<file path="src/hdl/stick_hysteresis_autorepeat_defines.svh">
// Assertion helpers for the stick direction block.
`ifndef STICK_HYSTERESIS_AUTOREPEAT_DEFINES_SVH
`define STICK_HYSTERESIS_AUTOREPEAT_DEFINES_SVH

`ifndef ASSERT_OFF

// Plain property under reset.
`define SHA_ASSERT(label, clk, rst_n, prop) \
    label: assert property (@(posedge clk) disable iff (!rst_n) (prop)) \
        else $error("assertion failed");

// Condition now implies consequence at the next edge.
`define SHA_ASSERT_NEXT(label, clk, rst_n, cond, cons) \
    label: assert property (@(posedge clk) disable iff (!rst_n) (cond) |=> (cons)) \
        else $error("assertion failed");

`else

`define SHA_ASSERT(label, clk, rst_n, prop)
`define SHA_ASSERT_NEXT(label, clk, rst_n, cond, cons)

`endif

`endif

</file>
<file path="src/hdl/sha_pkg.sv">
package sha_pkg;

    localparam int USERS      = 4;
    localparam int AXES       = 4;
    localparam int USERS_SEEN = (USERS < 4) ? USERS : 4;
    localparam int ENTRIES    = USERS_SEEN * AXES;
    localparam int IDX_W      = $clog2(ENTRIES);

    localparam int USER_W = 2;
    localparam int AXIS_W = 2;
    localparam int SCAN_W = USER_W + AXIS_W;
    localparam int VAL_W  = 16;
    localparam int THR_W  = 15;
    localparam int CNT_W  = 16;
    localparam int KIND_W = 2;
    localparam int DIR_W  = 2;

    localparam int CFG_IDX_W  = 3;
    localparam int CFG_DATA_W = 16;

    // register indexes
    localparam logic [CFG_IDX_W-1:0] CFG_PRESS_THR   = 3'd0;
    localparam logic [CFG_IDX_W-1:0] CFG_RELEASE_THR = 3'd1;
    localparam logic [CFG_IDX_W-1:0] CFG_INIT_DELAY  = 3'd2;
    localparam logic [CFG_IDX_W-1:0] CFG_REPEAT_INT  = 3'd3;

    localparam logic [THR_W-1:0] PRESS_THR_RST   = 15'd16384;
    localparam logic [THR_W-1:0] RELEASE_THR_RST = 15'd13107;
    localparam logic [CNT_W-1:0] INIT_DELAY_RST  = 16'd200;
    localparam logic [CNT_W-1:0] REPEAT_INT_RST  = 16'd100;

    // held direction codes
    localparam logic [DIR_W-1:0] DIR_NONE = 2'd0;
    localparam logic [DIR_W-1:0] DIR_POS  = 2'd1;
    localparam logic [DIR_W-1:0] DIR_NEG  = 2'd2;

    // event kinds
    localparam logic [KIND_W-1:0] KIND_PRESS   = 2'd0;
    localparam logic [KIND_W-1:0] KIND_RELEASE = 2'd1;
    localparam logic [KIND_W-1:0] KIND_REPEAT  = 2'd2;

    localparam logic FUNC_SAMPLE = 1'b0;
    localparam logic FUNC_TICK   = 1'b1;

    typedef struct packed {
        logic [DIR_W-1:0] dir;
        logic [CNT_W-1:0] cnt;
    } entry_t;

    typedef struct packed {
        logic             rd_en;
        logic [IDX_W-1:0] rd_addr;
        logic             wr_en;
        logic [IDX_W-1:0] wr_addr;
        entry_t           wr_data;
    } ram_req_t;

endpackage

</file>
<file path="src/hdl/sha_channels.sv">
interface sha_in_if;
    import sha_pkg::*;

    logic                     valid;
    logic                     ready;
    logic                     func;
    logic [USER_W-1:0]        user;
    logic [AXIS_W-1:0]        axis;
    logic signed [VAL_W-1:0]  value;

    modport source (output valid, output func, output user, output axis, output value,
                    input ready);
    modport sink   (input valid, input func, input user, input axis, input value,
                    output ready);
endinterface

interface sha_out_if;
    import sha_pkg::*;

    logic               valid;
    logic               ready;
    logic [KIND_W-1:0]  event_kind;
    logic [USER_W-1:0]  user_out;
    logic [AXIS_W-1:0]  axis_out;
    logic               negative_dir;
    logic               last;

    modport source (output valid, output event_kind, output user_out, output axis_out,
                    output negative_dir, output last, input ready);
    modport sink   (input valid, input event_kind, input user_out, input axis_out,
                    input negative_dir, input last, output ready);
endinterface

interface sha_cfg_if;
    import sha_pkg::*;

    logic                   valid;
    logic                   ready;
    logic [CFG_IDX_W-1:0]   index;
    logic [CFG_DATA_W-1:0]  data;

    modport source (output valid, output index, output data, input ready);
    modport sink   (input valid, input index, input data, output ready);
endinterface

</file>
<file path="src/hdl/sha_state_ram.sv">
module sha_state_ram (
    input  logic              clk,
    input  logic              rst_n,
    input  sha_pkg::ram_req_t req,
    output sha_pkg::entry_t   rd_entry
);
    import sha_pkg::*;

    entry_t               mem [ENTRIES];
    logic [ENTRIES-1:0]   vld_reg;
    entry_t               rd_data_reg;
    logic                 rd_vld_reg;

    always_ff @(posedge clk)
    begin
        if (req.wr_en)
        begin
            mem[req.wr_addr] <= req.wr_data;
        end
        if (req.rd_en)
        begin
            rd_data_reg <= mem[req.rd_addr];
        end
    end

    // per-entry written flags; an unwritten entry reads as zero
    always_ff @(posedge clk or negedge rst_n)
    begin
        if (!rst_n)
        begin
            vld_reg    <= '0;
            rd_vld_reg <= 1'b0;
        end
        else
        begin
            if (req.wr_en)
            begin
                vld_reg[req.wr_addr] <= 1'b1;
            end
            if (req.rd_en)
            begin
                rd_vld_reg <= vld_reg[req.rd_addr];
            end
        end
    end

    assign rd_entry = rd_vld_reg ? rd_data_reg : '0;

endmodule

</file>
<file path="src/hdl/stick_hysteresis_autorepeat.sv">
// Stick direction events: each analog axis sample of a user is compared with the press and
// release thresholds (Q1.15 magnitudes, with hysteresis) and yields nothing, a press, a
// release, or a release followed by a press of the opposite direction. A tick word walks
// all user/axis entries in ascending order and emits a repeat for every held direction whose
// countdown expires; the last word of each item has last set. Per-entry state (held
// direction and repeat countdown) lives in one RAM with a registered read and a separate
// write port; a tick walks one entry per cycle, fetching the next entry while the current
// one is written back, except while a pending repeat waits on a stalled event sink. Input
// is taken only when the previous item is finished; one event word can sit in the output
// register while the next item is being worked on. Configuration writes are always ready
// and should only be issued while the block is idle.
`include "stick_hysteresis_autorepeat_defines.svh"

module stick_hysteresis_autorepeat (
    input  logic       clk,
    input  logic       rst_n,
    sha_in_if.sink     stick,
    sha_out_if.source  events,
    sha_cfg_if.sink    cfg
);
    import sha_pkg::*;

    typedef enum logic [2:0] {
        S_IDLE,
        S_SAMP,
        S_EV,
        T_SCAN,
        T_END
    } state_t;

    typedef struct packed {
        logic [KIND_W-1:0] kind;
        logic [USER_W-1:0] user;
        logic [AXIS_W-1:0] axis;
        logic              neg;
    } evt_t;

    state_t             state_reg;

    // configuration
    logic [THR_W-1:0]   press_thr_reg;
    logic [THR_W-1:0]   release_thr_reg;
    logic [CNT_W-1:0]   init_delay_reg;
    logic [CNT_W-1:0]   repeat_int_reg;

    // output register and one-deep lookahead, so last can be set on the final word
    logic               out_valid_reg;
    evt_t               out_evt_reg;
    logic               out_last_reg;
    logic               pend_valid_reg;
    evt_t               pend_evt_reg;

    // item context
    logic [SCAN_W-1:0]  scan_reg;
    logic [USER_W-1:0]  smp_user_reg;
    logic [AXIS_W-1:0]  smp_axis_reg;
    logic [VAL_W-1:0]   smp_val_reg;
    logic               ev_rel_reg;
    logic               ev_press_reg;
    logic               rel_neg_reg;
    logic               press_neg_reg;

    ram_req_t           ram_req;
    entry_t             rd_entry;

    logic               in_accept;
    logic               out_free;
    logic               push_ok;
    logic [SCAN_W-1:0]  smp_idx;
    logic [SCAN_W-1:0]  smp_reg_idx;
    logic [SCAN_W-1:0]  scan_inc;
    logic               scan_last;

    // sample evaluation
    logic signed [VAL_W:0] v_s;
    logic signed [VAL_W:0] p_s;
    logic signed [VAL_W:0] r_s;
    logic [DIR_W-1:0]      cur_dir;
    logic [DIR_W-1:0]      new_dir;
    logic                  dir_change;

    // tick evaluation
    logic               held;
    logic               expire;
    logic               scan_step;
    evt_t               rep_evt;

    sha_state_ram u_ram (
        .clk      (clk),
        .rst_n    (rst_n),
        .req      (ram_req),
        .rd_entry (rd_entry)
    );

    assign stick.ready = (state_reg == S_IDLE);
    assign in_accept   = stick.valid && stick.ready;
    assign cfg.ready   = 1'b1;

    assign out_free = !out_valid_reg || events.ready;
    // a push moves the pending word out, so it needs room there
    assign push_ok  = !pend_valid_reg || out_free;

    assign smp_idx     = {stick.user, stick.axis};
    assign smp_reg_idx = {smp_user_reg, smp_axis_reg};
    assign scan_inc    = scan_reg + 1'b1;
    assign scan_last   = (scan_reg == SCAN_W'(ENTRIES - 1));

    // hysteresis: press beats hold, hold needs release magnitude on its own side
    always_comb
    begin
        v_s     = {smp_val_reg[VAL_W-1], smp_val_reg};
        p_s     = {2'b00, press_thr_reg};
        r_s     = {2'b00, release_thr_reg};
        cur_dir = rd_entry.dir;
        new_dir = DIR_NONE;
        if (v_s >= p_s)
        begin
            new_dir = DIR_POS;
        end
        else if (v_s <= -p_s)
        begin
            new_dir = DIR_NEG;
        end
        else if ((cur_dir == DIR_POS && v_s >= r_s) || (cur_dir == DIR_NEG && v_s <= -r_s))
        begin
            new_dir = cur_dir;
        end
        dir_change = (new_dir != cur_dir);
    end

    // a countdown of 0 or 1 expires, so zero delays act as one tick
    assign held      = (rd_entry.dir != DIR_NONE);
    assign expire    = held && (rd_entry.cnt <= CNT_W'(1));
    assign scan_step = !expire || push_ok;
    assign rep_evt   = '{kind: KIND_REPEAT,
                         user: scan_reg[SCAN_W-1:AXIS_W],
                         axis: scan_reg[AXIS_W-1:0],
                         neg:  (rd_entry.dir == DIR_NEG)};

    always_comb
    begin
        ram_req = '0;
        unique case (state_reg)
            S_IDLE:
            begin
                ram_req.rd_en   = in_accept;
                ram_req.rd_addr = (stick.func == FUNC_TICK) ? '0 : smp_idx[IDX_W-1:0];
            end
            S_SAMP:
            begin
                ram_req.wr_en       = dir_change;
                ram_req.wr_addr     = smp_reg_idx[IDX_W-1:0];
                ram_req.wr_data.dir = new_dir;
                ram_req.wr_data.cnt = (new_dir != DIR_NONE) ? init_delay_reg : rd_entry.cnt;
            end
            T_SCAN:
            begin
                // next entry is fetched while this one is written back
                ram_req.rd_en       = scan_step && !scan_last;
                ram_req.rd_addr     = scan_inc[IDX_W-1:0];
                ram_req.wr_en       = scan_step && held;
                ram_req.wr_addr     = scan_reg[IDX_W-1:0];
                ram_req.wr_data.dir = rd_entry.dir;
                ram_req.wr_data.cnt = expire ? repeat_int_reg : rd_entry.cnt - 1'b1;
            end
            default:
            begin
                ram_req = '0;
            end
        endcase
    end

    always_ff @(posedge clk or negedge rst_n)
    begin
        if (!rst_n)
        begin
            press_thr_reg   <= PRESS_THR_RST;
            release_thr_reg <= RELEASE_THR_RST;
            init_delay_reg  <= INIT_DELAY_RST;
            repeat_int_reg  <= REPEAT_INT_RST;
        end
        else if (cfg.valid && cfg.ready)
        begin
            case (cfg.index)
                CFG_PRESS_THR:   press_thr_reg   <= cfg.data[THR_W-1:0];
                CFG_RELEASE_THR: release_thr_reg <= cfg.data[THR_W-1:0];
                CFG_INIT_DELAY:  init_delay_reg  <= cfg.data;
                CFG_REPEAT_INT:  repeat_int_reg  <= cfg.data;
                default:
                begin
                end
            endcase
        end
    end

    // payload registers, no reset
    always_ff @(posedge clk)
    begin
        if (in_accept)
        begin
            smp_user_reg <= stick.user;
            smp_axis_reg <= stick.axis;
            smp_val_reg  <= stick.value;
        end
        if (state_reg == S_SAMP)
        begin
            rel_neg_reg   <= (cur_dir == DIR_NEG);
            press_neg_reg <= (new_dir == DIR_NEG);
        end
    end

    always_ff @(posedge clk or negedge rst_n)
    begin
        if (!rst_n)
        begin
            state_reg      <= S_IDLE;
            out_valid_reg  <= 1'b0;
            pend_valid_reg <= 1'b0;
            scan_reg       <= '0;
            ev_rel_reg     <= 1'b0;
            ev_press_reg   <= 1'b0;
        end
        else
        begin
            if (events.ready)
            begin
                out_valid_reg <= 1'b0;
            end

            unique case (state_reg)
                S_IDLE:
                begin
                    if (in_accept)
                    begin
                        if (stick.func == FUNC_TICK)
                        begin
                            scan_reg  <= '0;
                            state_reg <= T_SCAN;
                        end
                        else if (int'(stick.user) < USERS_SEEN)
                        begin
                            state_reg <= S_SAMP;
                        end
                    end
                end

                S_SAMP:
                begin
                    ev_rel_reg   <= dir_change && (cur_dir != DIR_NONE);
                    ev_press_reg <= dir_change && (new_dir != DIR_NONE);
                    state_reg    <= S_EV;
                end

                S_EV:
                begin
                    if (push_ok)
                    begin
                        if (ev_rel_reg || ev_press_reg)
                        begin
                            if (pend_valid_reg)
                            begin
                                out_valid_reg <= 1'b1;
                                out_evt_reg   <= pend_evt_reg;
                                out_last_reg  <= 1'b0;
                            end
                            pend_valid_reg    <= 1'b1;
                            pend_evt_reg.user <= smp_user_reg;
                            pend_evt_reg.axis <= smp_axis_reg;
                            // release always goes first
                            if (ev_rel_reg)
                            begin
                                pend_evt_reg.kind <= KIND_RELEASE;
                                pend_evt_reg.neg  <= rel_neg_reg;
                                ev_rel_reg        <= 1'b0;
                            end
                            else
                            begin
                                pend_evt_reg.kind <= KIND_PRESS;
                                pend_evt_reg.neg  <= press_neg_reg;
                                ev_press_reg      <= 1'b0;
                            end
                        end
                        else
                        begin
                            if (pend_valid_reg)
                            begin
                                out_valid_reg <= 1'b1;
                                out_evt_reg   <= pend_evt_reg;
                                out_last_reg  <= 1'b1;
                            end
                            pend_valid_reg <= 1'b0;
                            state_reg      <= S_IDLE;
                        end
                    end
                end

                T_SCAN:
                begin
                    if (scan_step)
                    begin
                        if (expire)
                        begin
                            if (pend_valid_reg)
                            begin
                                out_valid_reg <= 1'b1;
                                out_evt_reg   <= pend_evt_reg;
                                out_last_reg  <= 1'b0;
                            end
                            pend_valid_reg <= 1'b1;
                            pend_evt_reg   <= rep_evt;
                        end
                        if (scan_last)
                        begin
                            state_reg <= T_END;
                        end
                        else
                        begin
                            scan_reg <= scan_inc;
                        end
                    end
                end

                T_END:
                begin
                    // flush the final repeat with last set
                    if (push_ok)
                    begin
                        if (pend_valid_reg)
                        begin
                            out_valid_reg <= 1'b1;
                            out_evt_reg   <= pend_evt_reg;
                            out_last_reg  <= 1'b1;
                        end
                        pend_valid_reg <= 1'b0;
                        state_reg      <= S_IDLE;
                    end
                end

                default:
                begin
                    state_reg <= S_IDLE;
                end
            endcase
        end
    end

    assign events.valid        = out_valid_reg;
    assign events.event_kind   = out_evt_reg.kind;
    assign events.user_out     = out_evt_reg.user;
    assign events.axis_out     = out_evt_reg.axis;
    assign events.negative_dir = out_evt_reg.neg;
    assign events.last         = out_last_reg;

    // nothing may be left in the lookahead once an item is done
    `SHA_ASSERT(a_idle_no_pend, clk, rst_n, (state_reg == S_IDLE) |-> !pend_valid_reg)
    // state RAM is written only by the sample update and the tick scan
    `SHA_ASSERT(a_wr_state, clk, rst_n, ram_req.wr_en |-> (state_reg == S_SAMP || state_reg == T_SCAN))
    // the scan ends right after the last entry
    `SHA_ASSERT_NEXT(a_scan_end, clk, rst_n, (state_reg == T_SCAN && scan_last && scan_step), (state_reg == T_END))

endmodule
</file>
<file path="src/flat_wrapper.sv">
// flat-port wrapper written by rule: the top's interface ports become plain ports
module stick_hysteresis_autorepeat_flat import sha_pkg::*;
  (clk, rst_n, stick_valid, stick_func, stick_user, stick_axis, stick_value, stick_ready, events_valid, events_event_kind, events_user_out, events_axis_out, events_negative_dir, events_last, events_ready, cfg_valid, cfg_index, cfg_data, cfg_ready);
  sha_in_if stick_i ();
  sha_out_if events_i ();
  sha_cfg_if cfg_i ();
  input  logic clk;
  input  logic rst_n;
  input wire logic [$bits(stick_i.valid)-1:0] stick_valid;
  input wire logic [$bits(stick_i.func)-1:0] stick_func;
  input wire logic [$bits(stick_i.user)-1:0] stick_user;
  input wire logic [$bits(stick_i.axis)-1:0] stick_axis;
  input wire logic [$bits(stick_i.value)-1:0] stick_value;
  output wire logic [$bits(stick_i.ready)-1:0] stick_ready;
  output wire logic [$bits(events_i.valid)-1:0] events_valid;
  output wire logic [$bits(events_i.event_kind)-1:0] events_event_kind;
  output wire logic [$bits(events_i.user_out)-1:0] events_user_out;
  output wire logic [$bits(events_i.axis_out)-1:0] events_axis_out;
  output wire logic [$bits(events_i.negative_dir)-1:0] events_negative_dir;
  output wire logic [$bits(events_i.last)-1:0] events_last;
  input wire logic [$bits(events_i.ready)-1:0] events_ready;
  input wire logic [$bits(cfg_i.valid)-1:0] cfg_valid;
  input wire logic [$bits(cfg_i.index)-1:0] cfg_index;
  input wire logic [$bits(cfg_i.data)-1:0] cfg_data;
  output wire logic [$bits(cfg_i.ready)-1:0] cfg_ready;
  assign stick_i.valid = stick_valid;
  assign stick_i.func = stick_func;
  assign stick_i.user = stick_user;
  assign stick_i.axis = stick_axis;
  assign stick_i.value = stick_value;
  assign stick_ready = stick_i.ready;
  assign events_valid = events_i.valid;
  assign events_event_kind = events_i.event_kind;
  assign events_user_out = events_i.user_out;
  assign events_axis_out = events_i.axis_out;
  assign events_negative_dir = events_i.negative_dir;
  assign events_last = events_i.last;
  assign events_i.ready = events_ready;
  assign cfg_i.valid = cfg_valid;
  assign cfg_i.index = cfg_index;
  assign cfg_i.data = cfg_data;
  assign cfg_ready = cfg_i.ready;
  stick_hysteresis_autorepeat u_core (.clk(clk), .rst_n(rst_n), .stick(stick_i), .events(events_i), .cfg(cfg_i));
endmodule
</file>
<file path="config.mk">
export PLATFORM = sky130hd
export DESIGN_NAME = stick_hysteresis_autorepeat_flat
export DESIGN_NICKNAME = d
export VERILOG_FILES = /design/src/hdl/sha_pkg.sv /design/src/hdl/sha_channels.sv /design/src/hdl/sha_state_ram.sv /design/src/hdl/stick_hysteresis_autorepeat.sv /design/src/flat_wrapper.sv
export VERILOG_INCLUDE_DIRS = /design/src /design/src/hdl
export SDC_FILE = /design/constraint.sdc
export NUM_CORES = 1
export LEC_CHECK = 0
export BUFFER_PORTS_ARGS = -buffer_cell sky130_fd_sc_hd__buf_2
export CORE_MARGIN = 4
export CORE_UTILIZATION = 35
export CTS_CLUSTER_SIZE = 12
export DETAILED_ROUTE_END_ITERATION = 8
export PLACE_DENSITY_LB_ADDON = 0.08
export SLEW_MARGIN = 0
export SYNTH_ARGS = -nofsm -noshare
export SYNTH_HDL_FRONTEND = slang
export SYNTH_HIERARCHICAL = 1
export SYNTH_SLANG_ARGS = --single-unit
export TNS_END_PERCENT = 30
</file>
<file path="constraint.sdc">
create_clock -name clk -period 5.92 [get_ports clk]
set_clock_uncertainty 0.05 [all_clocks]
set_input_delay 1.184 -clock clk [delete_from_list [all_inputs] [get_ports clk]]
set_output_delay 1.184 -clock clk [all_outputs]
set_load 0.005 [all_outputs]
</file>
Yosys cells after proc, flatten, opt, wreduce, memory -nomap -nowiden
Memory sizes are Yosys's and may differ from the RTL's. A register that Yosys moved wholly into a read port is not among the register bits.
Cells that the tools add are included.
- input bits: 45
- bits in writable memories: 288
- logic and storage cells: 170
- register bits: 127
- memories: 1
- order comparisons: 8
- $add $sub $neg: 4
- multiplexer cells: 67
- equality and inequality tests: 24
- bitwise logic cells: 1
- reductions and logical operators: 39
- memory list (name ; words ; bits a word ; rd ports ; clocked after memory_dff ; write ports ; RTL line ; RTL):
    u_core.u_ram.mem ; 16 ; 18 ; 1 ; 1 ; 1 ; sha_state_ram.sv:9 ; entry_t mem [ENTRIES];
- operators with widths (cell ; number):
    7-bit two-way mux ; 8
    23-bit case mux with 2 select lines ; 1
    16-bit by 17-bit less-or-equal comparator with 1-bit output ; 2
    15-bit negation with 17-bit output ; 2
    16-bit >= comparator ; 2
    16-bit two-way mux ; 2
    1-bit two-way mux ; 28
    7-bit case mux with 2 select lines ; 2
    4-bit two-way mux ; 5
    18-bit two-way mux ; 1
    3-bit two-way mux ; 6
    6-bit AND reduction ; 3
    16-bit by 1-bit less-or-equal comparator with 1-bit output (second input constant) ; 1
    16-bit OR ; 1
    16-bit by 1-bit subtractor with 16-bit output (second input constant) ; 1
    3-bit case mux with 5 select lines ; 1
    5-bit AND reduction ; 3
    2-bit by 1-bit != test with 1-bit output (second input constant) ; 7
    3-bit by 2-bit equality test with 1-bit output (second input constant) ; 4
    4-bit by 5-bit < comparator with 1-bit output (second input constant) ; 2
    2-bit != test (second input constant) ; 5
    5-bit case mux with 2 select lines ; 1
    2-bit nonzero test ; 5
    1-bit logical AND ; 9
    22 further kinds ; 41

Longest topological paths before layout
- depth after elaboration: 15
- gate-level depth with buffers: 19
- gate-level depth less buffers: 18

Hierarchy
The synthesis kept the hierarchy.
- by module, submodules not included (module ; cells each ; area each (µm²) ; times used):
    sha_state_ram ; 499 ; 12231.7 ; 1
    stick_hysteresis_autorepeat ; 767 ; 7284.5 ; 1

Worst setup path before layout
OpenSTA, ideal clock, no wires.
- path type: register to register
- start point: register u_core.press_thr_reg[2]
- end point: memory u_core/u_ram/mem[0][0] (netlist name) (enable)
- slack: 108 ps
- library setup time: 417 ps
- cell stages (with the launch flop): 19
- path buffers: 1
- arrival time: 5345 ps
- clock period less this slack: 5812 ps
- path through: dfrtp_1 or4_1 inv_1 nand4_1 nor2_1 nand2_1 nor3_1 xnor2_1 ha_1 a21oi_1 o21ai_0 a221oi_1 mux2i_1 nor2_1 clkbuf_1 a2111oi_0 o31ai_1 or3b_2 nor3_1
- RTL lines (item ; RTL line ; RTL):
    start: declaration ; stick_hysteresis_autorepeat.sv:41 ; logic [THR_W-1:0] press_thr_reg;
    start signal: assignment ; stick_hysteresis_autorepeat.sv:185 ; CFG_PRESS_THR: press_thr_reg <= cfg.data[THR_W-1:0];
    end: declaration ; sha_state_ram.sv:9 ;

==> run_summary.xml <==
<?xml version="1.0" encoding="UTF-8"?>
<metrics>
  <group name="setup_path">
    <metric name="start_to_end_type_of_the_worst_setup_path" unit="">register to register</metric>
    <metric name="setup.worst_path.end_class" unit="">register</metric>
    <metric name="logic_depth_of_the_worst_register_to_register_path" unit="">19</metric>
    <metric name="worstReg2RegEnd" unit="">u_core/u_ram/mem[1][3]$_DFFE_PP_</metric>
    <metric name="crit_fanout" unit="">8</metric>
    <metric name="critical_path.reg2reg.startpoint" unit="">u_core/release_thr_reg[5]$_DFFE_PN1P_</metric>
    <metric name="cp-start-kind" unit="">register</metric>
    <metric name="worst_ep_required_time" unit="ns">6.18</metric>
    <metric name="arrival" unit="ns">5.66</metric>
    <metric name="r2r_slack" unit="ns">0.52</metric>
    <metric name="critical_path.startpoint" unit="">u_core/release_thr_reg[5]$_DFFE_PN1P_</metric>
  </group>
  <group name="sta">
    <metric name="finalSetupViolations" unit="">0</metric>
    <metric name="max_slew_margin" unit="">0.159</metric>
    <metric name="final_critical_path_setup_slack" unit="ns">0.518</metric>
    <metric name="period_needed" unit="ns">5.40</metric>
    <metric name="fin_setup_tns" unit="ns">0</metric>
    <metric name="timing.final.hold_violations" unit="">0</metric>
    <metric name="max_clock_freq" unit="MHz">185</metric>
    <metric name="rsz0062_at_grt" unit="">no</metric>
    <metric name="timing_worst_slew_pin_value" unit="ns">1.26</metric>
    <metric name="final-max-slew-violation-count" unit="">0</metric>
    <metric name="fin_hold_ws" unit="ns">0.368</metric>
    <metric name="layout_worst_path_cycle_share" unit="">0.913</metric>
  </group>
  <group name="placement">
    <metric name="placement_cell_area" unit="um2">20900</metric>
    <metric name="hpwlAfterDp" unit="mm">34.2</metric>
    <metric name="detailedPlace.worstSlack" unit="ns">0.574</metric>
    <metric name="gp_congestion" unit="">0.852</metric>
    <metric name="port_buffer_count" unit="">54</metric>
  </group>
  <group name="global_route">
    <metric name="grt_overflow_total" unit="">0</metric>
    <metric name="grt_max_degree" unit="">76</metric>
    <metric name="grt_pass1_vias" unit="">11700</metric>
    <metric name="wire_length_of_the_first_global_routing_pass" unit="mm">76.9</metric>
    <metric name="antenna_found_initial" unit="">0</metric>
    <metric name="grtUsageTotal" unit="">0.171</metric>
  </group>
  <group name="synth">
    <metric name="synth_enable_flop_cells" unit="">343</metric>
    <metric name="synth_seq_area_share" unit="">0.644</metric>
    <metric name="post-synth-top-area-cell" unit="">sky130_fd_sc_hd__edfxtp_1</metric>
    <metric name="post-synth-top-area-fraction" unit="">0.528</metric>
    <metric name="syn_inst" unit="">1266</metric>
    <metric name="yosys.cell_types.count" unit="">65</metric>
    <metric name="synth_ff_type" unit="">sky130_fd_sc_hd__edfxtp_1</metric>
    <metric name="syn_nets" unit="">1378</metric>
    <metric name="postSynth.asyncResetShare" unit="">0.208</metric>
    <metric name="synth.area.top_cells" unit="">sky130_fd_sc_hd__edfxtp_1 (53%), sky130_fd_sc_hd__mux4_2 (11%), sky130_fd_sc_hd__dfrtp_1 (9.6%), sky130_fd_sc_hd__ha_1 (4.3%), sky130_fd_sc_hd__dfstp_2 (2.0%)</metric>
    <metric name="yosys_warnings" unit="">6</metric>
    <metric name="syn_area" unit="um2">19500</metric>
    <metric name="syn_area_per_cell" unit="um2">15.4</metric>
    <metric name="ys_ff_latch" unit="">433</metric>
  </group>
  <group name="finish">
    <metric name="most-common-layout-cells" unit="">sky130_fd_sc_hd__edfxtp_1 (343), sky130_fd_sc_hd__nand2_1 (104), sky130_fd_sc_hd__mux4_2 (94)</metric>
    <metric name="finish.instance_area" unit="um2">22500</metric>
    <metric name="final_layout_size_suffix_gt1_frac" unit="">0.253</metric>
    <metric name="num-nets-final" unit="">1477</metric>
    <metric name="multi_input_area" unit="um2">6590</metric>
    <metric name="fillers" unit="">5088</metric>
    <metric name="number_of_flip_flops_in_the_largest_register" unit="">288</metric>
    <metric name="final_common_cell" unit="">sky130_fd_sc_hd__edfxtp_1</metric>
    <metric name="antenna-diode-count" unit="">0</metric>
    <metric name="flow.area_growth_from_synthesis" unit="%">15.1</metric>
    <metric name="ff_latch_area" unit="um2">12600</metric>
  </group>
  <group name="floorplan">
    <metric name="die-height" unit="um">244</metric>
    <metric name="initial_utilization" unit="">0.354</metric>
    <metric name="overall_die_width" unit="um">244</metric>
    <metric name="core-area" unit="um2">55200</metric>
    <metric name="die-area" unit="um2">59600</metric>
    <metric name="num_rows" unit="">86</metric>
    <metric name="ios" unit="">56</metric>
  </group>
  <group name="drt">
    <metric name="pre_antenna_drt_iters" unit="">5</metric>
    <metric name="drt_drc_violations_left" unit="">0</metric>
    <metric name="initialDrtViolationCount" unit="">823</metric>
    <metric name="detailroute.via_count" unit="">11300</metric>
    <metric name="vias_per_cell" unit="">5.25</metric>
    <metric name="totalWireLength" unit="mm">51.0</metric>
    <metric name="ant_nets" unit="">0</metric>
    <metric name="detail_route.wl_per_cell" unit="um">23.7</metric>
  </group>
  <group name="worst_hold_path">
    <metric name="hold_path.class" unit="">register to register</metric>
    <metric name="worstHoldStart" unit="">u_core/pend_evt_reg[5]$_SDFFCE_PP0P_</metric>
    <metric name="timing.hold.worst_endpoint" unit="">u_core/events.event_kind[0]$_DFFE_PP_</metric>
    <metric name="min_path_cells" unit="">0</metric>
  </group>
  <group name="clock_network">
    <metric name="clock_sink_count" unit="">433</metric>
    <metric name="cts_tree" unit="">yes</metric>
    <metric name="cts-root-to-sink-buffers" unit="">3</metric>
    <metric name="clk_pin_slew_worst_setup_hold_paths" unit="ns">0.06</metric>
    <metric name="worstSkewPairLatency" unit="ns">0.60</metric>
    <metric name="cts_made_buffers" unit="">48</metric>
    <metric name="cts-htree-levels" unit="">2</metric>
    <metric name="cts.repair.resized" unit="">0</metric>
    <metric name="cts_setup_buffers" unit="">0</metric>
    <metric name="hold_buffers" unit="">0</metric>
    <metric name="clockRootBuffer" unit="">sky130_fd_sc_hd__clkbuf_16</metric>
  </group>
  <group name="power">
    <metric name="power.ir.vdd_worst" unit="uV">260</metric>
    <metric name="total_power" unit="mW">10.1</metric>
    <metric name="pwr_density_cell" unit="nW/um2">449</metric>
    <metric name="static-leakage-power" unit="nW">7.93</metric>
  </group>
  <group name="run">
    <metric name="drv.max_cap_violation_count" unit="">0</metric>
  </group>
  <group name="status">
    <metric name="status" unit="">finished clean</metric>
  </group>
</metrics>
## critical path, stage by stage (launching register included)
cell	delay [ns]
sky130_fd_sc_hd__dfstp_2	0.38
sky130_fd_sc_hd__nor4_1	0.55
sky130_fd_sc_hd__and4_1	0.33
sky130_fd_sc_hd__and3_1	0.21
sky130_fd_sc_hd__and3_1	0.22
sky130_fd_sc_hd__nand2_1	0.08
sky130_fd_sc_hd__xnor2_1	0.13
sky130_fd_sc_hd__ha_1	0.29
sky130_fd_sc_hd__nand4_1	0.17
sky130_fd_sc_hd__nor4_1	0.38
sky130_fd_sc_hd__nor2b_1	0.21
sky130_fd_sc_hd__o31ai_1	0.08
sky130_fd_sc_hd__a21oi_1	0.14
sky130_fd_sc_hd__a2111oi_0	0.15
sky130_fd_sc_hd__buf_4	0.18
sky130_fd_sc_hd__o31ai_1	0.20
sky130_fd_sc_hd__buf_4	0.20
sky130_fd_sc_hd__or3b_2	0.53
sky130_fd_sc_hd__nor2_2	0.37
sky130_fd_sc_hd__buf_4	0.26
## stage by stage
stage | cells | util
finish | 2153 | 0.407
global route | 2153 | 0.407
CTS | 2153 | 0.407
detailed placement | 2063 | 0.379
global placement | 2063 | 0.379
floorplan | 1266 | -
## per-layer routing
metal  track usage  part of all wire
met1         0.239              0.46
met2         0.280              0.48
met3        0.0265             0.039
met4        0.0498             0.024
met5             0                 0
## where the power goes
group	internal [mW]	switching (mW)	total, mW
Sequential	4.03	0.240	4.27
Combinational	1.17	1.78	2.95
Clock	1.66	1.21	2.87
Total	6.86	3.23	10.1
## layout make-up
cell class,count,share of cell area
sequential,433,0.559
multi-input combinational,730,0.293
clock buffer,76,0.0617
tap,748,0.0416
timing repair buffer,102,0.0293
inverter,50,0.00835
clock inverter,14,0.00624
## worst max-delay path by stage
stage	depth (start not counted)	to	slack, ns
final	19	u_core/u_ram/mem[1][3]$_DFFE_PP_	0.52
after global routing	19	u_core/u_ram/mem[1][3]$_DFFE_PP_	0.12
after detailed placement	19	u_core/u_ram/mem[1][15]$_DFFE_PP_	0.57
after CTS	19	u_core/u_ram/mem[1][3]$_DFFE_PP_	0.54
after global placement	19	u_core/u_ram/mem[1][17]$_DFFE_PP_	0.64
after floorplan	18	u_core/u_ram/mem[0][0]$_DFFE_PP_	0.11
## cell families after synthesis
group | count (synthesis) | synth area share
and+or+nand+nor | 304 | 0.0766
adders and majority gates | 67 | 0.0430
xor gates and xnor gates | 40 | 0.0180
AOI/OAI and AO/OA | 184 | 0.0626
other | 1 | 0.000192
muxes | 134 | 0.131
DFF | 433 | 0.644
buffers and inverters | 103 | 0.0244
## cell usage after synthesis, types with 3 or more instances
library cell	instances
sky130_fd_sc_hd__edfxtp_1	343
sky130_fd_sc_hd__ha_1	67
sky130_fd_sc_hd__nand2b_1	5
sky130_fd_sc_hd__a21o_1	5
sky130_fd_sc_hd__nor4_1	9
sky130_fd_sc_hd__mux2_2	33
sky130_fd_sc_hd__dfrtp_1	75
sky130_fd_sc_hd__o21a_1	3
sky130_fd_sc_hd__mux2i_1	6
sky130_fd_sc_hd__nand2_1	104
sky130_fd_sc_hd__nor2b_1	7
sky130_fd_sc_hd__or3_1	9
sky130_fd_sc_hd__o31ai_1	6
sky130_fd_sc_hd__and3_1	4
sky130_fd_sc_hd__o21ai_0	51
sky130_fd_sc_hd__nand3b_1	3
sky130_fd_sc_hd__xor2_1	8
sky130_fd_sc_hd__nor3_1	21
sky130_fd_sc_hd__buf_6	8
sky130_fd_sc_hd__a22o_1	8
sky130_fd_sc_hd__buf_2	11
sky130_fd_sc_hd__nand3_1	13
sky130_fd_sc_hd__clkbuf_1	29
sky130_fd_sc_hd__a211oi_1	19
sky130_fd_sc_hd__nand4_1	19
sky130_fd_sc_hd__xnor2_1	32
sky130_fd_sc_hd__and2_1	19
sky130_fd_sc_hd__o21ai_1	8
sky130_fd_sc_hd__buf_1	3
sky130_fd_sc_hd__inv_1	50
sky130_fd_sc_hd__a21oi_1	30
sky130_fd_sc_hd__mux4_2	94
sky130_fd_sc_hd__nor2_1	62
sky130_fd_sc_hd__or2_2	17
sky130_fd_sc_hd__dfstp_2	15
sky130_fd_sc_hd__a31oi_1	18
sky130_fd_sc_hd__a311o_1	16
(Power assumes the default switching activity.)
